[src/rtl/lprp_pkg.sv]
// lprp_pkg: shared types and constants for the length-prefixed record parser
// holds the input beat and result structs, field kind codes and queue sizing
// no dependencies
`default_nettype none

package lprp_pkg;

  localparam int unsigned KEY_LENGTH_RESET = 66;

  // field kind codes carried in field_kind
  localparam logic [2:0] KIND_KEY   = 3'd0;
  localparam logic [2:0] KIND_HASH  = 3'd1;
  localparam logic [2:0] KIND_BODY  = 3'd2;
  localparam logic [2:0] KIND_NONCE = 3'd3;
  localparam logic [2:0] KIND_TTL   = 3'd4;
  localparam logic [2:0] KIND_TS    = 3'd5;

  // result queue between parser and output side
  localparam int unsigned Q_DEPTH = 4;
  localparam int unsigned Q_PTR_W = $clog2(Q_DEPTH);
  localparam int unsigned Q_CNT_W = $clog2(Q_DEPTH + 1);

  typedef struct packed {
    logic [7:0] in_byte;
    logic       blob_last;
  } in_t;

  typedef struct packed {
    logic [2:0]  field_kind;
    logic        byte_valid;
    logic [7:0]  byte_value;
    logic [63:0] int_value;
    logic        field_end;
    logic        message_end;
    logic        blob_error;
  } out_t;

endpackage

`default_nettype wire

[src/rtl/length_prefixed_record_parser_top.sv]
// output: each result is written into the result queue register and presented from there, not combinationally
// throughput: one byte per cycle while in_stall is low; the parser loop updates phase and a 64-bit counter per beat
// a four-entry result queue lets the input keep flowing while the output is stalled
// in_stall rises only when that queue is full
// reset (rst, synchronous): parser restarts at the key, queue empties, key_length returns to 66
// cfg_ready is always high; key_length is written on any cfg_valid beat
`default_nettype none

module length_prefixed_record_parser_top (
  input  wire logic           clk,
  input  wire logic           rst,
  input  wire logic           in_valid,
  output logic                in_stall,
  input  wire lprp_pkg::in_t  in_data,
  output logic                out_valid,
  input  wire logic           out_stall,
  output lprp_pkg::out_t      out_data,
  input  wire logic           cfg_valid,
  output logic                cfg_ready,
  input  wire logic [7:0]     cfg_data
);
  import lprp_pkg::*;

  logic full;
  logic accept;
  logic push;
  out_t push_data;

  assign in_stall  = full;
  assign accept    = in_valid && !full;
  assign cfg_ready = 1'b1;

  lprp_front u_front (
    .clk       (clk),
    .rst       (rst),
    .accept    (accept),
    .in_data   (in_data),
    .cfg_write (cfg_valid && cfg_ready),
    .cfg_data  (cfg_data),
    .push      (push),
    .push_data (push_data)
  );

  lprp_queue u_queue (
    .clk       (clk),
    .rst       (rst),
    .push      (push),
    .push_data (push_data),
    .full      (full),
    .out_valid (out_valid),
    .out_stall (out_stall),
    .out_data  (out_data)
  );

endmodule

`default_nettype wire

[src/rtl/lprp_front.sv]
// lprp_front: byte parser, tracks field phase, length counters and integer assembly
// emits at most one result per accepted byte; depends on lprp_pkg
`default_nettype none

module lprp_front (
  input  wire logic          clk,
  input  wire logic          rst,
  input  wire logic          accept,
  input  wire lprp_pkg::in_t in_data,
  input  wire logic          cfg_write,
  input  wire logic [7:0]    cfg_data,
  output logic               push,
  output lprp_pkg::out_t     push_data
);
  import lprp_pkg::*;

  typedef enum logic [8:0] {
    PH_KEY  = 9'b000000001,
    PH_HLEN = 9'b000000010,
    PH_HDAT = 9'b000000100,
    PH_BLEN = 9'b000001000,
    PH_BDAT = 9'b000010000,
    PH_TTL  = 9'b000100000,
    PH_TS   = 9'b001000000,
    PH_NLEN = 9'b010000000,
    PH_NDAT = 9'b100000000
  } phase_t;

  phase_t      phase, phase_next;
  logic [63:0] remaining_count, remaining_count_next;
  logic [63:0] assemble_shift, assemble_shift_next;
  logic [2:0]  int_byte_index, int_byte_index_next;
  logic [7:0]  key_length;

  logic [8:0]  key_limit;
  logic [8:0]  key_cnt;
  logic [63:0] word;
  logic        have, bv, fe, me, err;
  logic [63:0] iv;
  logic [2:0]  kind;

  assign key_limit = (key_length == 8'd0) ? 9'd256 : {1'b0, key_length};
  // key phase count never exceeds 255, so the low bits carry it
  assign key_cnt   = remaining_count[8:0] + 9'd1;
  assign word      = {in_data.in_byte, assemble_shift[55:0]};

  always_comb begin
    phase_next           = phase;
    remaining_count_next = remaining_count;
    assemble_shift_next  = assemble_shift;
    int_byte_index_next  = int_byte_index;
    have = 1'b0;
    bv   = 1'b0;
    fe   = 1'b0;
    me   = 1'b0;
    iv   = 64'd0;
    kind = KIND_KEY;
    case (phase)
      PH_KEY: begin
        have = 1'b1;
        bv   = 1'b1;
        if (key_cnt >= key_limit) begin
          fe                   = 1'b1;
          phase_next           = PH_HLEN;
          remaining_count_next = 64'd0;
        end else begin
          remaining_count_next = {55'd0, key_cnt};
        end
      end
      PH_HLEN, PH_BLEN, PH_NLEN: begin
        kind = (phase == PH_HLEN) ? KIND_HASH :
               (phase == PH_BLEN) ? KIND_BODY : KIND_NONCE;
        if (int_byte_index == 3'd7) begin
          assemble_shift_next = 64'd0;
          int_byte_index_next = 3'd0;
          if (word == 64'd0) begin
            // empty string: field end with no byte
            have = 1'b1;
            fe   = 1'b1;
            remaining_count_next = 64'd0;
            case (phase)
              PH_HLEN: phase_next = PH_BLEN;
              PH_BLEN: phase_next = PH_TTL;
              default: begin
                phase_next = PH_KEY;
                me         = 1'b1;
              end
            endcase
          end else begin
            remaining_count_next = word;
            case (phase)
              PH_HLEN: phase_next = PH_HDAT;
              PH_BLEN: phase_next = PH_BDAT;
              default: phase_next = PH_NDAT;
            endcase
          end
        end else begin
          assemble_shift_next[{int_byte_index, 3'b000} +: 8] = in_data.in_byte;
          int_byte_index_next = int_byte_index + 3'd1;
        end
      end
      PH_HDAT, PH_BDAT, PH_NDAT: begin
        kind = (phase == PH_HDAT) ? KIND_HASH :
               (phase == PH_BDAT) ? KIND_BODY : KIND_NONCE;
        have = 1'b1;
        bv   = 1'b1;
        if (remaining_count <= 64'd1) begin
          fe = 1'b1;
          remaining_count_next = 64'd0;
          case (phase)
            PH_HDAT: phase_next = PH_BLEN;
            PH_BDAT: phase_next = PH_TTL;
            default: begin
              phase_next = PH_KEY;
              me         = 1'b1;
            end
          endcase
        end else begin
          remaining_count_next = remaining_count - 64'd1;
        end
      end
      PH_TTL, PH_TS: begin
        kind = (phase == PH_TTL) ? KIND_TTL : KIND_TS;
        if (int_byte_index == 3'd7) begin
          have = 1'b1;
          fe   = 1'b1;
          iv   = word;
          assemble_shift_next  = 64'd0;
          int_byte_index_next  = 3'd0;
          remaining_count_next = 64'd0;
          phase_next = (phase == PH_TTL) ? PH_TS : PH_NLEN;
        end else begin
          assemble_shift_next[{int_byte_index, 3'b000} +: 8] = in_data.in_byte;
          int_byte_index_next = int_byte_index + 3'd1;
        end
      end
      default: begin
        phase_next           = PH_KEY;
        remaining_count_next = 64'd0;
        assemble_shift_next  = 64'd0;
        int_byte_index_next  = 3'd0;
      end
    endcase

    // blob ended inside a record: flag it and restart
    err = in_data.blob_last && !me;
    if (err) begin
      have                 = 1'b1;
      phase_next           = PH_KEY;
      remaining_count_next = 64'd0;
      assemble_shift_next  = 64'd0;
      int_byte_index_next  = 3'd0;
    end
  end

  assign push                  = accept && have;
  assign push_data.field_kind  = kind;
  assign push_data.byte_valid  = bv;
  assign push_data.byte_value  = bv ? in_data.in_byte : 8'd0;
  assign push_data.int_value   = iv;
  assign push_data.field_end   = fe;
  assign push_data.message_end = me;
  assign push_data.blob_error  = err;

  always_ff @(posedge clk) begin
    if (rst) begin
      phase           <= PH_KEY;
      remaining_count <= 64'd0;
      assemble_shift  <= 64'd0;
      int_byte_index  <= 3'd0;
      key_length      <= 8'(KEY_LENGTH_RESET);
    end else begin
      if (accept) begin
        phase           <= phase_next;
        remaining_count <= remaining_count_next;
        assemble_shift  <= assemble_shift_next;
        int_byte_index  <= int_byte_index_next;
      end
      if (cfg_write) begin
        key_length <= cfg_data;
      end
    end
  end

endmodule

`default_nettype wire

[src/rtl/lprp_queue.sv]
// lprp_queue: small result queue between parser and output side
// register based, one write and one read per cycle, the read held while out_stall is high; depends on lprp_pkg
`default_nettype none

module lprp_queue (
  input  wire logic           clk,
  input  wire logic           rst,
  input  wire logic           push,
  input  wire lprp_pkg::out_t push_data,
  output logic                full,
  output logic                out_valid,
  input  wire logic           out_stall,
  output lprp_pkg::out_t      out_data
);
  import lprp_pkg::*;

  out_t                entries [Q_DEPTH];
  logic [Q_PTR_W-1:0]  wr_ptr;
  logic [Q_PTR_W-1:0]  rd_ptr;
  logic [Q_CNT_W-1:0]  count;
  logic                pop;

  assign full      = (count == Q_CNT_W'(Q_DEPTH));
  assign out_valid = (count != '0);
  assign out_data  = entries[rd_ptr];
  assign pop       = out_valid && !out_stall;

  always_ff @(posedge clk) begin
    if (push) begin
      entries[wr_ptr] <= push_data;
    end
  end

  always_ff @(posedge clk) begin
    if (rst) begin
      wr_ptr <= '0;
      rd_ptr <= '0;
      count  <= '0;
    end else begin
      if (push) begin
        wr_ptr <= (wr_ptr == Q_PTR_W'(Q_DEPTH - 1)) ? '0 : wr_ptr + 1'b1;
      end
      if (pop) begin
        rd_ptr <= (rd_ptr == Q_PTR_W'(Q_DEPTH - 1)) ? '0 : rd_ptr + 1'b1;
      end
      case ({push, pop})
        2'b10:   count <= count + 1'b1;
        2'b01:   count <= count - 1'b1;
        default: count <= count;
      endcase
    end
  end

endmodule

`default_nettype wire

[config.mk]
export PLATFORM = sky130hd
export DESIGN_NAME = length_prefixed_record_parser_top
export DESIGN_NICKNAME = d
export VERILOG_FILES = /design/src/rtl/lprp_pkg.sv /design/src/rtl/length_prefixed_record_parser_top.sv /design/src/rtl/lprp_front.sv /design/src/rtl/lprp_queue.sv
export SDC_FILE = /design/constraint.sdc
export NUM_CORES = 1
export LEC_CHECK = 0
export BUFFER_PORTS_ARGS = -buffer_cell sky130_fd_sc_hd__buf_2
export CAP_MARGIN = 20
export CORE_MARGIN = 2
export CORE_UTILIZATION = 60
export CTS_CLUSTER_SIZE = 8
export DETAILED_ROUTE_END_ITERATION = 16
export PLACE_DENSITY = 0.81
export SLEW_MARGIN = 20
export SYNTH_ARGS = -nofsm -noshare
export SYNTH_HDL_FRONTEND = slang
export SYNTH_SLANG_ARGS = --single-unit
[constraint.sdc]
create_clock -name clk -period 9.75 [get_ports clk]
set_clock_uncertainty 0.05 [all_clocks]
set_input_delay 0.975 -clock clk [delete_from_list [all_inputs] [get_ports clk]]
set_output_delay 0.975 -clock clk [all_outputs]
set_load 0.05 [all_outputs]
## Yosys cells after proc, flatten, opt, wreduce, memory -nomap -nowiden

Memories as Yosys holds them, arrays and structs flattened. A register that Yosys moved wholly into a read port is not among the register bits.
Index checks and enable logic that the tools add are counted.

| cells by class | value |
|---|---|
| add/sub/neg operators | 8 |
| $mul | 0 |
| divide/modulo/power cells | 0 |
| magnitude comparators | 2 |
| equal/unequal tests | 20 |
| shift-type cells | 2 |
| mux-type cells | 57 |
| bitwise logic cells | 0 |
| reduce and logical (&&, ||, !) cells | 21 |

Operator list:

| kind | number |
|---|---|
| 64-bit two-way mux | 9 |
| 64-bit case mux with 4 select lines | 1 |
| 64-bit case mux with 2 select lines | 1 |
| 9-bit two-way mux | 8 |
| 64-bit bitwise mux | 1 |
| 64-bit by 1-bit <= comparator with 1-bit output, second input constant | 1 |
| 64-bit logical NOT | 1 |
| 8-bit by 8-bit variable shift with 64-bit output, first input constant | 1 |
| 8-bit by 8-bit indexed part select with 64-bit output | 1 |
| 64-bit by 1-bit subtractor with 64-bit output, second input constant | 1 |
| 9-bit case mux with 4 select lines | 1 |
| 6-bit case mux with 2 select lines | 2 |
| 9-bit case mux with 2 select lines | 1 |
| 1-bit two-way mux | 17 |
| 8-bit two-way mux | 2 |
| 3-bit two-way mux | 4 |
| 3-bit by 1-bit != test with 1-bit output, second input constant | 4 |
| 3-bit case mux with 2 select lines | 2 |
| 9-bit by 1-bit adder with 9-bit output, second input constant | 1 |
| 9-bit by 1-bit == test with 1-bit output, second input constant | 1 |
| 9-bit by 2-bit == test with 1-bit output, second input constant | 1 |
| 9-bit by 3-bit == test with 1-bit output, second input constant | 1 |
| 9-bit by 4-bit == test with 1-bit output, second input constant | 1 |
| 9-bit by 5-bit == test with 1-bit output, second input constant | 1 |
| 30 further kinds | 46 |

| storage, ports and cells | value |
|---|---|
| flip-flop bits (word level) | 155 |
| bits in latches | 0 |
| RAM bits | 316 |
| bits in read-only memories | 0 |
| bits of input ports | 22 |
| output and inout port bits | 82 |
| word-level logic and storage cells | 119 |
| memories | 1 |

Memory list:

| name | words | bits a word | rd ports | clocked after memory_dff | write ports | RTL line | RTL |
|---|---|---|---|---|---|---|---|
| u_queue.entries | 4 | 79 | 1 | 1 | 1 | lprp_queue.sv:17 | `out_t entries [Q_DEPTH];` |

## Logic depth before layout (Yosys ltp)

Gate-level depths: netlist of run 1.

| logic depth | value |
|---|---|
| depth after elaboration | 12 |
| mapped depth | 16 |
| gate-level depth less buffers | 15 |

## Cells and area by module

Synthesis of run 1 repeated with hierarchy kept, for this count alone.

| unflattened totals | value |
|---|---|
| cells, all modules | 1,482 |
| area, all modules | 20,322.0 um2 |

By module, submodules not included:

| module | times used | cells an instance | area each (um2) | sequential area each (um2) |
|---|---|---|---|---|
| lprp_queue | 1 | 463 | 11,841.4 | 9,669.3 |
| lprp_front | 1 | 1,016 | 8,455.6 | 2,802.7 |
| length_prefixed_record_parser_top | 1 | 3 | 25.0 | 0.0 |

## Least setup slack after synthesis of run 1

OpenSTA, ideal clock, no wires.

| path | value |
|---|---|
| path kind | input port to flip-flop |
| from | in in_data[2] (netlist bit) |
| to | mem u_queue.entries[0][0] (netlist bit), enable pin |
| setup time | 0.447 ns |
| arrival | 4.622 ns |
| required time | 9.253 ns |
| setup slack | 4.631 ns |
| stages | 7 |
| path buffers | 1 |
| path through | clkbuf_1 -> nor4_1 -> nand4_1 -> nor4_1 -> a311oi_1 -> o21ai_0 -> and3_1 |

| between the ends | value |
|---|---|
| longest elaborated chain between the ends | 10 |
| elaborated cells between the ends (all ways) | 13 |
| classes of those cells | 9 x mux; 4 x reduce/logical |

RTL lines:

| what | RTL line | RTL |
|---|---|---|
| from (decl) | length_prefixed_record_parser_top.sv:14 | `input wire lprp_pkg::in_t in_data,` |
| 64-bit logical NOT * | lprp_front.sv:76 | `if (word == 64'd0) begin` |
| 1-bit two-way mux | lprp_front.sv:76 |  |
| 1-bit two-way mux | lprp_front.sv:73 | `if (int_byte_index == 3'd7) begin` |
| 1-bit case mux with 2 select lines | lprp_front.sv:58 | `case (phase)` |
| 1-bit logical NOT | lprp_front.sv:146 | `err = in_data.blob_last && !me;` |
| 1-bit logical AND | lprp_front.sv:146 |  |
| 1-bit two-way mux * | lprp_front.sv:147 | `if (err) begin` |
| 1-bit logical AND * | lprp_front.sv:156 | `assign push = accept && have;` |
| 1-bit two-way mux * | lprp_queue.sv:29 | `if (push) begin` |
| 1-bit two-way mux (not written as such) * | lprp_queue.sv:30 | `entries[wr_ptr] <= push_data;` |
| to (decl) | lprp_queue.sv:17 |  |

Every way passes the cells marked *; elsewhere a longest branch is shown, timed or not.

## Final worst setup path of run 1

| path | value |
|---|---|
| from | reg u_front.remaining_count[39] |
| to | mem u_queue.entries[1][13] (netlist bit), enable pin |

| between the ends | value |
|---|---|
| longest elaborated chain between the ends | 9 |

RTL lines:

| what | RTL line | RTL |
|---|---|---|
| from (decl) | lprp_front.sv:30 | `logic [63:0] remaining_count, remaining_count_next;` |
| from (signal assigned) | lprp_front.sv:175 | `remaining_count <= remaining_count_next;` |
| 64-bit by 1-bit <= comparator with 1-bit output | lprp_front.sv:107 | `if (remaining_count <= 64'd1) begin` |
| 1-bit two-way mux | lprp_front.sv:107 |  |
| 1-bit case mux with 2 select lines | lprp_front.sv:58 |  |
| 1-bit logical NOT | lprp_front.sv:146 |  |
| 1-bit logical AND | lprp_front.sv:146 |  |
| 1-bit two-way mux | lprp_front.sv:147 |  |
| 1-bit logical AND | lprp_front.sv:156 |  |
| 1-bit two-way mux | lprp_queue.sv:29 |  |
| 1-bit two-way mux (not written as such) | lprp_queue.sv:30 |  |

Every way passes these cells.

==> results of run 1 <==
[power groups by stage]
| stage | combinational, mW | sequential [mW] | clock (mW) |
|---|---|---|---|
| 6_report | 1.34 | 2.37 | 2.19 |
| 5_1_grt | 1.40 | 2.39 | 2.31 |
| 4_1_cts | 1.35 | 2.37 | 2.21 |
| 3_5_place_dp | 1.34 | 2.41 | 0 |
| 3_3_place_gp | 1.33 | 2.39 | 0 |
| 2_1_floorplan | 1.08 | 2.35 | 0 |
[worst max-delay path, delay by kind of cell (launching register included)]
kind | cells | cell delay [ns]
buf+inv | 1 | 0.43
simple gates | 4 | 2.19
flops | 1 | 0.36
compound gates | 2 | 1.40
[metal layers]
metal	share of wire [%]	vias to the layer above	wire length [um]	track usage [%]
met4	4.1	0	2120	14.6
met2	47	844	24400	47.0
li1	-	5945	-	-
met3	9.5	155	4870	5.68
met5	0	-	0	0
met1	39	6762	20100	39.8
[state kept, by name, summed over array words and instances (netlist names), named ones only]
signal                   cells
u_front.int_byte_index       3
u_front.assemble_shift      56
u_queue.entries            316
u_front.key_length           8
u_queue.wr_ptr               2
u_queue.count                3
u_front.phase                9
u_front.remaining_count     64
u_queue.rd_ptr               2
[cells in the mapped netlist, types with 4 or more instances]
cell type                     n
sky130_fd_sc_hd__a211oi_1     4
sky130_fd_sc_hd__a21oi_1     35
sky130_fd_sc_hd__a221oi_1     6
sky130_fd_sc_hd__a22o_1      60
sky130_fd_sc_hd__a22oi_1     24
sky130_fd_sc_hd__a32oi_1     10
sky130_fd_sc_hd__and2_1      13
sky130_fd_sc_hd__and3_1      81
sky130_fd_sc_hd__buf_1       12
sky130_fd_sc_hd__buf_2        5
sky130_fd_sc_hd__buf_4        4
sky130_fd_sc_hd__buf_6        6
sky130_fd_sc_hd__clkbuf_1    67
sky130_fd_sc_hd__dfxtp_1    149
sky130_fd_sc_hd__edfxtp_1   316
sky130_fd_sc_hd__ha_1        22
sky130_fd_sc_hd__inv_1       40
sky130_fd_sc_hd__mux2i_1     12
sky130_fd_sc_hd__mux4_2      79
sky130_fd_sc_hd__nand2_1     54
sky130_fd_sc_hd__nand2b_1     5
sky130_fd_sc_hd__nand3_1     20
sky130_fd_sc_hd__nand4_1     16
sky130_fd_sc_hd__nor2_1      60
sky130_fd_sc_hd__nor2b_1     15
sky130_fd_sc_hd__nor3_1      39
sky130_fd_sc_hd__nor3_4       6
sky130_fd_sc_hd__nor4_1      38
sky130_fd_sc_hd__o2111ai_1    7
sky130_fd_sc_hd__o211ai_1     9
sky130_fd_sc_hd__o21ai_0     48
sky130_fd_sc_hd__o21ai_1     10
sky130_fd_sc_hd__o22ai_1     13
sky130_fd_sc_hd__o22ai_2      6
sky130_fd_sc_hd__o2bb2ai_1   30
sky130_fd_sc_hd__o31ai_1      5
sky130_fd_sc_hd__or3_1       15
sky130_fd_sc_hd__or4_1       12
sky130_fd_sc_hd__xnor2_1     13
sky130_fd_sc_hd__xor2_1      15
[cells by family after synthesis]
family / after synthesis
simple gates: 401
mux: 91
other cells: 1
buf+inv: 136
xor+xnor: 28
flops: 465
compound gates: 298
fa+ha+maj: 23
[final cells by class]
cell class	instances	share of cell area [%]
flip-flops and latches	465	54.4
multi-input cells	842	30.9
clock buffers	116	8.43
repair buffers	119	2.78
well taps	442	2.41
inverters	41	0.671
clock inverters	5	0.365
diodes	2	0.0218
[through the flow]
step	util [%]	setup WS [ns]	hold WS [ns]	instance area (sq um)
after detailed placement	63.8	5.06	0.391	20900
after CTS	70.0	5.03	0.403	22900
after global routing	70.0	4.72	0.415	22900
after global placement	63.8	5.19	0.382	20900
after floorplan	-	4.63	0.367	20100
final	70.0	4.91	0.400	23000
[path summary, 6_finish.rpt]
check | end | slack (ns) | cells after the start
setup / recovery | u_queue.entries[1][13] | 4.91 | 7
hold / removal | u_front.remaining_count[63] | 0.40 | 1
setup reg to reg | u_queue.entries[1][13] | 4.91 | 7
hold reg to reg | u_front.remaining_count[63] | 0.40 | 1
==> summary.md, run 1 <==
The run finished with clean final reports. The proportion of layout cells with a drive suffix above 1 was 20.2%; the mean instance size in the synthesized netlist was 13.9 sq um. The clock reaches the later pin of the worst-skew pair after 0.56 ns. For the leakage dissipation, the log shows 8.12 nW. After Yosys synthesis, XOR and XNOR cells account for 1.22% of the synthesized area.

The via count of the first global-routing pass came out at 13,700. After the first detailed-routing iteration, the DRC count stood at 1,371. The area of the mapped netlist was 0.0201 sq mm; the post-layout minimum cycle time was 4.84 ns. For this run, the number of Yosys warnings is 0.

Number of enable-type register cells in the synthesized netlist: 316. The number of placed instances, taps included, is 1,909. The tree is rooted in a sky130_fd_sc_hd__clkbuf_16. The count of nets left with antenna violations once routing finished came out at 0. Maximum frequency from static timing analysis: 207 MHz. After Yosys synthesis, and, or, nand and nor cells account for 11.6% of the synthesized area. The worst hold path begins at u_front.remaining_count[63]. Adding up every negative setup slack in the final design gives 0 ns.

The biggest area consumer among synthesized cells was sky130_fd_sc_hd__edfxtp_1. For this block, the routed nets add up to 51,600 um of wire. Sequential cells were found to cover 62.1% of the synthesized design area. The max-slew violation count is 0, and the overall global routing resource usage is 29.7%. TritonCTS built the clock tree. The register area is 0.0125 sq mm, and the switching fraction of total power is 31.4%.

In the layout the commonest cells are sky130_fd_sc_hd__edfxtp_1, sky130_fd_sc_hd__dfxtp_1, sky130_fd_sc_hd__buf_2. Wire length per cell after detailed routing: 25.4 um. Y dimension of the die: 187 um. Counting every net in the synthesized netlist gives 1,488. For this run, design rule violations remaining after detail routing come to 0.

The signal on the critical path passes through or4_1 > nor4_2 > nand3_1 > o31ai_2 > o21ai_0 > and3_4 > buf_4. The buffers inserted during post-CTS setup optimization is 0. The synthesized netlist devotes 11.2% of its cell area to compound gates. At the worst endpoint, the arrival time is 5.00 ns. The die is 187 um wide. Per report_power, the combinational group accounts for 22.7% of the total. The portion of synthesized cell area occupied by the leading cell type came out at 47.2%. For this design the ratio of total power to cell area is 257 mW/mm^2. Of all flip-flops after synthesis, the portion carrying an async set or reset was 0%. 104 I/O pins were placed. Fill cells in the final layout number 2,133.

The required time at the worst-slack endpoint was 9.92 ns. The leftover overflow at the end of global routing is 0. Leading cell type in the layout, fill and taps excluded: sky130_fd_sc_hd__edfxtp_1. The critical path class was reg2reg. The internal power of the cells totals 4.05 mW. The number of antenna violations at the first check in global routing is 0.

The startpoint identified for the worst register-to-register timing path is u_front.remaining_count[39]. After floorplanning, the core was sized to cover 0.0328 sq mm. The clock network accounts for 37.1% of the total power. The share of the clock period used by the worst path after layout was 49.6%. Entering global routing, the biggest net connects 74 pins. In the final layout, the multi-input gates occupy 0.00710 sq mm. The global placer's final weighted congestion is 0.950.

In this run the deepest clock path goes through 3 buffers. The number of clock buffers added by TritonCTS is 68. The initial utilization of the core area, before any placement, comes to 61.3%.

Headroom to the max-slew limit came out at 19.1%. The first-pass GRT wire length is 79,900 um. The share of synthesized area spent on multiplexers works out to 9.46%. The tools report the number of gates resized after cts as 0. Row generation in the floorplan step produced 66 rows.

STA classifies the critical path endpoint as a flop. Of the total synthesized cell area, the portion taken by full adders, half adders and majority gates is 1.47%. The number of hold violations in the final report came out at 0. Clock tree synthesis found a total of 465 sinks. Among all flip-flop cells after synthesis, the most frequent one is sky130_fd_sc_hd__edfxtp_1. Synthesis-to-layout area growth: 14.3%. The run gives 0 as the number of setup violations in the final report. For the worst-case vdd ir drop, the log shows 0.150 mV. Kind of start point of the critical path: a flop. The die footprint is 0.0350 sq mm, and the number of levels the H-tree was split into is 3. In this run, synthesis produced a sequential element count of 465. Setup repair after global routing left no endpoint under its margin. For this run, the detailed router's first-pass iteration total came to 8.

The logs give 0 for the count of maximum capacitance violations and 13,700 for the count of vias placed by the detailed router. The worst-path maximum fanout is 46. The path class of the tightest hold or removal check is reg2reg.

The net count of the finished layout is 1,582. For the pin with the worst max-slew slack, the measured transition is 1.21 ns. For the half-perimeter wire length after placement, the log shows 31,600 um. On the worst path, the slowest cell contributes a delay of 0.90 ns.

Hold repair after CTS inserted 0 buffers. In this run the power spent charging and discharging nets is 1.86 mW. Summing internal, switching and leakage power gives 5.90 mW. Once layout is complete, the cells apart from fillers number 2,032. Synthesized netlist cell count: 1,443. Registers are responsible for 40.2% of the overall power. By area the synthesized netlist is led by sky130_fd_sc_hd__edfxtp_1, sky130_fd_sc_hd__dfxtp_1, sky130_fd_sc_hd__mux4_2. In this run the worst setup path begins at u_front.remaining_count[39]. The synthesized netlist contains 81 unique library cells. The slowest stage of the critical path is the sky130_fd_sc_hd__o31ai_2 cell. In this run the tool buffered the top-level ports with 102 buffer cells. After detailed routing, the number of vias per cell comes to 6.75. The dominant combinational cell family by area after synthesis is simple AND/OR/NAND/NOR gates. After clock tree synthesis, the clock-pin slew on the worst setup and hold paths is 0.05 ns.
(Power assumes the default switching activity.)
==> run 2: changes to the inputs <==
Clock period 9.75 ns to 4.7 ns, I/O delays scaled along.
==> run 2 against run 1 <==
  * Die area unchanged
  * Sequential power up 110%
  * Register-to-register slack worse by 4.5 ns
  * Power up 110%
  * Critical path depth up 6
  * Clock power up 100%
  * Via count up 0.76%
  * Fmax up 14%
  * Worst hold slack worse by 0.32 ns
  * Sequential cell count unchanged
  * Final cell count up 0.69%
==> summary.md, run 2 (synthesis gave the netlist of run 1 again) <==
The run finished with clean final reports. The logs give 31,200 um (-1.0%) for the half-perimeter wire length after placement and 52,300 um (+1.5%) for the detailed-route wire length. The number of sinks handled by clock tree synthesis is 465 (unchanged), and the number of gates resized after cts is 0 (unchanged). The path with the worst hold slack has its endpoint at u_front.key_length[6]. The synthesis-to-layout area growth came out at 15.1%.

The overall global routing resource usage was 30.1% (+0.43 points); the count of vias placed by the detailed router was 13,800 (+0.76%). The multi-input logic area was 0.00710 sq mm (about the same). The startpoint of the lowest-slack register-to-register path is u_front.remaining_count[39].

Worst-path maximum fanout: 7 (-85%). The share of the clock period used by the worst path after layout works out to 90.5% (+41 points). The proportion of layout cells with a drive suffix above 1 came out at 21.3% (+1.1 points). The worst-case reg-to-reg path depth is 13 (+6). The largest registers in the layout are u_queue.entries (316), u_front.remaining_count (64), u_front.assemble_shift (56).

The run gives 0 (unchanged) as the count of maximum capacitance violations. The y dimension of the die is 187 um (unchanged), and the number of hold-repair buffers added at the cts stage is 0 (unchanged). The leftover overflow at the end of global routing came out at 0 (unchanged). The number of antenna violations at the first check in global routing came out at 0 (unchanged). In this run the clock root is driven by a sky130_fd_sc_hd__clkbuf_16. Setup repair after global routing left no endpoint under its margin.

The tools report the number of design-rule violations left by the first detailed-router iteration as 1,682 (+23%). The tools report the clock latency on the worst-skew pair as 0.58 ns (+0.02 ns). The total CTS buffers was 68 (unchanged). Ranked by flip-flop count, first place goes to u_queue.entries. Among all stages on the critical path, the largest delay is contributed by sky130_fd_sc_hd__or4_1. The number of search-and-repair iterations in the first detailed-routing pass was 6 (-2). The critical register-to-register path endpoint was u_queue.count[2]. The number of placement rows was 66 (unchanged); the number of buffers inserted by port buffering was 102 (unchanged).

The maximum frequency from static timing analysis was 235 MHz (+14%). The required time at the worst-slack endpoint was 5.13 ns (-4.79 ns). Number of stages on the worst hold path: 3 (+2). The die footprint was 0.0350 sq mm (unchanged). The startpoint of the tightest hold check path was cfg_data[6]. The max-slew violation count is 0 (unchanged). The post-layout minimum cycle time works out to 4.25 ns (-0.582 ns).

TritonCTS built the clock tree. The number of levels the H-tree was split into is 3 (unchanged). The number of vias per cell after detailed routing is 6.75 (about the same). For the count of fill cells added during filler insertion, the log shows 2,096 (-1.7%). The via count of the first global-routing pass came out at 13,900 (+1.5%). For the number of design rule violations left after detail routing, the log shows 0 (unchanged). The tools report the worst-case vdd ir drop as 0.376 mV (+150%). The transition at the pin with the smallest max-transition slack is 1.06 ns (-0.152 ns), and the wire length per cell after detailed routing is 25.6 um (+0.77%). The tools report the buffers inserted during post-CTS setup optimization as 0 (unchanged). The leakage dissipation is 8.21 nW (+1.2%). The critical path's largest stage delay was 0.61 ns (-0.29 ns). The number of hold violations in the final report came out at 0 (unchanged). The overall power is 12.2 mW (+110%). The post-detailed-route count of antenna-violating nets was 0 (unchanged); the pin count of the biggest net entering global routing was 72 (-2.7%).

The tools report the number of primary I/O pins as 104 (unchanged). The effective utilization at floorplan is 61.3% (unchanged), and the net count of the finished layout is 1,604 (+1.4%). The logs give 0.45 ns (-4.47 ns) for the reg-to-reg setup timing slack and 4.69 ns (-0.31 ns) for the endpoint arrival time on the critical path. Register area: 0.0125 sq mm (unchanged).

The register clock-pin slew on the reported worst setup and hold paths is 0.05 ns (about the same). In the layout the commonest cells are sky130_fd_sc_hd__edfxtp_1, sky130_fd_sc_hd__dfxtp_1, sky130_fd_sc_hd__buf_2. The number of setup violations in the final report was 0 (unchanged); the total power density per cell area was 528 mW/mm^2 (+110%). The logs give 29.1% (+10 points) for the worst slew margin relative to its limit and 0.970 (+2.2%) for the global placer's final weighted congestion.

The min-delay analysis places its worst path in the category in2reg. The worst setup path is of the reg2reg kind. For the first-pass GRT wire length, the log shows 81,000 um (+1.4%). Flip-flop count of the largest register after layout: 316 (unchanged).

The kind of start point of the critical path is a flop. For the total negative setup slack, the log shows 0 ns (unchanged). Critical path endpoint category: a flop. The leading cell type in the layout, fill and taps excluded is sky130_fd_sc_hd__edfxtp_1.

The x dimension of the die came out at 187 um (unchanged). The critical path goes through or4_1 > nor4_2 > nand3_1 > o31a_4 > nand2_1 > a21oi_1 > inv_1 > ha_1 > inv_1 > fa_1 > xor2_1 > or3_1 > a21oi_1. The final hold slack is 0.0777 ns (-0.322 ns). Buffer depth of the longest clock path: 3 (unchanged).

The area of the core is 0.0328 sq mm (unchanged).
[run 2: worst max path at each step]
stage                                 from                    end  slack [ns]
6_report       u_front.remaining_count[39]       u_queue.count[2]        0.45
5_1_grt        u_front.remaining_count[39]       u_queue.count[2]        0.25
4_1_cts        u_front.remaining_count[39]       u_queue.count[2]        0.54
3_5_place_dp   u_front.remaining_count[39]       u_queue.count[2]        0.56
3_3_place_gp   u_front.remaining_count[39]       u_queue.count[2]        0.62
2_1_floorplan                   in_data[2]  u_queue.entries[0][0]        0.09
[run 2: cell type report]
cell class                 instances  share of cell area (%)
sequential                       465                    54.0
multi-input combinational        842                    30.7
clock buffer                     106                    7.98
timing repair buffer             141                    3.75
tap                              442                    2.39
inverter                          41                   0.666
clock inverter                     8                   0.509
antenna                            1                  0.0108
[run 2: critical path, delay by kind of cell, from the launching register on]
kind                     cells  cell delay [ns]
AND/OR/NAND/NOR              5             2.06
AO/OA/AOI/OAI                3             0.76
XOR/XNOR                     1             0.16
adder cells (fa/ha/maj)      2             0.63
flip-flops                   1             0.35
buffers and inverters        2             0.16
[run 2: power breakdown]
part / total (mW) / leakage (nW) / switching, mW / internal [mW]
Combinational: 2.84 / 3.36 / 1.98 / 0.861
Clock: 4.45 / 0.936 / 1.75 / 2.70
Sequential: 4.91 / 3.92 / 0.180 / 4.73
Total: 12.2 / 8.21 / 3.91 / 8.29
[run 2: through the flow]
step / setup WS [ns] / utilization [%] / cells / cell area [sq um]
after global routing: 0.254 / 70.5 / 2045 / 23100
after detailed placement: 0.560 / 64.5 / 1931 / 21200
after global placement: 0.618 / 64.5 / 1931 / 21200
after CTS: 0.543 / 70.5 / 2045 / 23100
after floorplan: 0.0860 / - / 1443 / 20100
final: 0.447 / 70.5 / 2046 / 23100
[run 2: routing by layer]
layer | part of all wire, % | GRT usage (%)
met4 | 4.2 | 13.4
met2 | 48 | 49.1
met1 | 38 | 39.2
met5 | 0 | 0
met3 | 9.4 | 6.32
==> run 3: changes to the inputs <==
--- a/constraint.sdc
+++ b/constraint.sdc
@@ -3,3 +3,3 @@
 set_input_delay 0.47 -clock clk [delete_from_list [all_inputs] [get_ports clk]]
 set_output_delay 0.47 -clock clk [all_outputs]
-set_load 0.05 [all_outputs]
+set_load 0.005 [all_outputs]
==> run 3 against run 2 <==
  * Combinational power is 37% lower
  * Final cell count is 0.34% higher
  * Utilization is 0.16 points higher
  * Die area stayed put
  * Clock power is 1% higher
  * Clock-buffer cell count is 10 higher
  * Register-to-register slack worse by 0.07 ns
  * Non-clock buffer count stayed put
  * First-iteration DRC count is 9.6% higher
  * Via count is 0.87% higher
  * Sequential power hardly changed
  * Setup slack worse by 0.069 ns
  * Largest cell class unchanged
  * Largest power group unchanged
==> summary.md, run 3 (synthesis gave the netlist of run 1 again) <==
Walking the worst path, the cells encountered are or4_1 > nor4_2 > nand3_1 > o31a_4 > nand2_1 > a21oi_1 > inv_1 > ha_1 > inv_1 > fa_1 > xor2_1 > or3_1 > a21oi_1. The switching power total is 2.84 mW (-28%), and the number of search-and-repair iterations in the first detailed-routing pass is 6 (unchanged). The global placer's final weighted congestion was 0.960 (-1.1%); the reg-to-reg setup timing slack was 0.38 ns (-0.07 ns).

STA classifies the critical path startpoint as a flop. Register clock-pin slew on the reported worst setup and hold paths: 0.05 ns (about the same). The run gives 72 (unchanged) as the pin count of the biggest net entering global routing. The tools report the post-detailed-route count of antenna-violating nets as 0 (unchanged). For the half-perimeter wire length after placement, the log shows 31,900 um (+2.0%). Internal power consumption: 8.38 mW (+1.1%). The worst slew margin relative to its limit is 31.0% (+1.9 points). The worst-case vdd ir drop is 0.303 mV (-19%).

The tools report the number of placement rows as 66 (unchanged). The critical path's largest stage delay works out to 0.66 ns (+0.05 ns). The flip-flop count of the largest register after layout works out to 316 (unchanged).

In the final layout, the registers with the most flip-flops are u_queue.entries (316), u_front.remaining_count (64), u_front.assemble_shift (56). The leakage dissipation is 8.23 nW (+0.22%). The run finished with clean final reports. The maximum frequency from static timing analysis is 231 MHz (-1.6%). The worst setup path is captured at a flop. The library cells used most frequently in the layout, excluding fill and tap cells, are sky130_fd_sc_hd__edfxtp_1, sky130_fd_sc_hd__dfxtp_1, sky130_fd_sc_hd__buf_2. The buffer depth of the longest clock path is 3 (unchanged), and the buffers inserted during post-CTS setup optimization is 0 (unchanged).

The run gives 104 (unchanged) as the number of primary I/O pins. The y dimension of the die came out at 187 um (unchanged). The die footprint came out at 0.0350 sq mm (unchanged).

The x dimension of the die works out to 187 um (unchanged). The proportion of layout cells with a drive suffix above 1 was 21.2% (-0.092 points). Sequential group share of total power: 43.9% (+3.7 points). Setup repair after global routing left no endpoint under its margin.

The number of design rule violations left after detail routing was 0 (unchanged); the number of hold-repair buffers added at the cts stage was 0 (unchanged). For the via count of the first global-routing pass, the log shows 13,900 (+0.086%). The number of levels the H-tree was split into was 3 (unchanged).

The tools report the max-slew violation count as 0 (unchanged). For the total negative setup slack, the log shows 0 ns (unchanged). Number of gates resized after cts: 0 (unchanged). The number of design-rule violations left by the first detailed-router iteration was 1,844 (+9.6%). TritonCTS built the clock tree. The logs give 0.0328 sq mm (unchanged) for the area of the core and 0 (unchanged) for the count of maximum capacitance violations. For the number of antenna violations at the first check in global routing, the log shows 1 (+1). For the clock network fraction of total power, the log shows 40.1% (+3.6 points). The worst-path maximum fanout came out at 7 (unchanged). Leaving out fill and tap cells, the most frequent cell in the layout is sky130_fd_sc_hd__edfxtp_1. The run gives 68 (unchanged) as the total CTS buffers.

In this run the most critical hold path is launched from cfg_data[1]. The number of stages on the worst hold path works out to 3 (unchanged). Critical register-to-register path endpoint: u_queue.count[2].

The wire length per cell after detailed routing was 26.1 um (+1.9%); the switching fraction of total power was 25.3% (-6.8 points). The root cell of the clock tree was sky130_fd_sc_hd__clkbuf_16. The overall global routing resource usage is 30.7% (+0.56 points), and the effective utilization at floorplan is 61.3% (unchanged). Detailed-route wire length: 53,500 um (+2.2%). The critical path in this run is classified as reg2reg. The transition at the pin with the smallest max-transition slack is 1.03 ns (-0.0281 ns). The logs give 465 (unchanged) for the number of sinks handled by clock tree synthesis and 0 (unchanged) for the number of setup violations in the final report.

For the number of hold violations in the final report, the log shows 0 (unchanged). Post-route non-filler standard cell count: 2,053 (+0.34%). The hold path endpoint was u_front.key_length[1]. The clock latency on the worst-skew pair is 0.57 ns (about the same). The required time at the worst-slack endpoint was 5.13 ns (about the same); the share of the clock period used by the worst path after layout was 92.0% (+1.5 points). In this run the critical register-to-register path is launched from u_front.remaining_count[39].

The leftover overflow at the end of global routing is 0 (unchanged). The post-layout minimum cycle time was 4.32 ns (+0.0688 ns). Register containing the most flip-flops in the final layout: u_queue.entries. The worst hold path belongs to the class in2reg. The combinational power share is 15.9% (-7.4 points).

The net count of the finished layout was 1,604 (unchanged); the synthesis-to-layout area growth was 15.4%. On the critical path, the stage with the largest delay is an instance of sky130_fd_sc_hd__nor4_2. The post-placement cell count was 1,931 (unchanged); the number of vias per cell after detailed routing was 6.79 (+0.53%). For the final design instance area without fill, the log shows 0.0232 sq mm (+0.23%). Endpoint arrival time on the critical path: 4.75 ns (+0.06 ns). The count of vias placed by the detailed router was 13,900 (+0.87%); the total power density per cell area was 484 mW/mm^2 (-8.3%). For the first-pass GRT wire length, the log shows 82,800 um (+2.2%). The number of buffers inserted by port buffering works out to 102 (unchanged). The instance area after placement is 0.0212 sq mm (about the same), and the worst-case reg-to-reg path depth is 13 (unchanged). The count of fill cells added during filler insertion is 2,087 (-0.43%).
## run 3: changes by cell type in the layout (fill, tap and decap cells not counted)
| cell | delta |
|---|---|
| sky130_fd_sc_hd__clkinv_16 | -1 |
| sky130_fd_sc_hd__clkinvlp_4 | +1 |
| sky130_fd_sc_hd__inv_6 | -1 |
| sky130_fd_sc_hd__buf_4 | -1 |
| sky130_fd_sc_hd__clkbuf_16 | +3 |
| sky130_fd_sc_hd__clkinv_4 | -1 |
| sky130_fd_sc_hd__clkbuf_1 | +7 |
| sky130_fd_sc_hd__inv_16 | -1 |
| sky130_fd_sc_hd__buf_12 | +1 |
## run 3: worst max-delay path, delay by kind of cell, from the launching register on
family / cells / cell delay [ns]
AND/OR/NAND/NOR: 5 / 2.09
XOR/XNOR: 1 / 0.16
buffers and inverters: 2 / 0.17
AO/OA/AOI/OAI: 3 / 0.78
flip-flops: 1 / 0.35
adder cells (fa/ha/maj): 2 / 0.61
## run 3: worst max-delay path by stage
stage / from / endpoint / cells past startpoint / slack (ns)
3_5_place_dp: u_front.remaining_count[39] / u_queue.count[2] / 13 / 0.50
3_3_place_gp: u_front.remaining_count[39] / u_queue.count[2] / 13 / 0.61
2_1_floorplan: in_data[2] / u_queue.entries[0][0] / 7 / 0.09
6_report: u_front.remaining_count[39] / u_queue.count[2] / 13 / 0.38
4_1_cts: u_front.remaining_count[39] / u_queue.count[2] / 13 / 0.47
5_1_grt: u_front.remaining_count[39] / u_queue.count[2] / 13 / 0.19
## run 3: final cells by class
class	count	area, sq um	share of cell area (%)
Tap cell	442	553	2.39
Clock buffer	116	1950	8.40
Sequential cell	465	12500	53.9
Inverter	41	154	0.664
Clock inverter	5	57.6	0.248
Multi-Input combinational cell	842	7100	30.6
Antenna cell	1	2.50	0.0108
Timing Repair Buffer	141	878	3.79
## run 3: per-stage QoR
stage / utilization [%] / setup WS (ns) / total power [mW] / hold WS, ns
floorplan: - / 0.0860 / 6.05 / 0.367
global placement: 64.6 / 0.612 / 6.69 / 0.374
detailed placement: 64.6 / 0.498 / 6.76 / 0.393
CTS: 70.7 / 0.471 / 11.3 / 0.0750
global route: 70.7 / 0.192 / 11.6 / 0.104
finish: 70.7 / 0.378 / 11.2 / 0.0856
## run 3: metal layers
metal	wire length [um]	track usage [%]
met5	0	0
met1	20200	40.4
met3	5090	6.12
met4	2280	13.4
met2	26000	49.9
## run 3: power by group through the flow
stage | Combinational (mW) | Sequential (mW) | Clock (mW)
3_3_place_gp | 1.74 | 4.95 | 0
3_5_place_dp | 1.77 | 4.99 | 0
6_report | 1.79 | 4.93 | 4.50
5_1_grt | 1.91 | 4.96 | 4.73
2_1_floorplan | 1.18 | 4.87 | 0
4_1_cts | 1.80 | 4.93 | 4.55
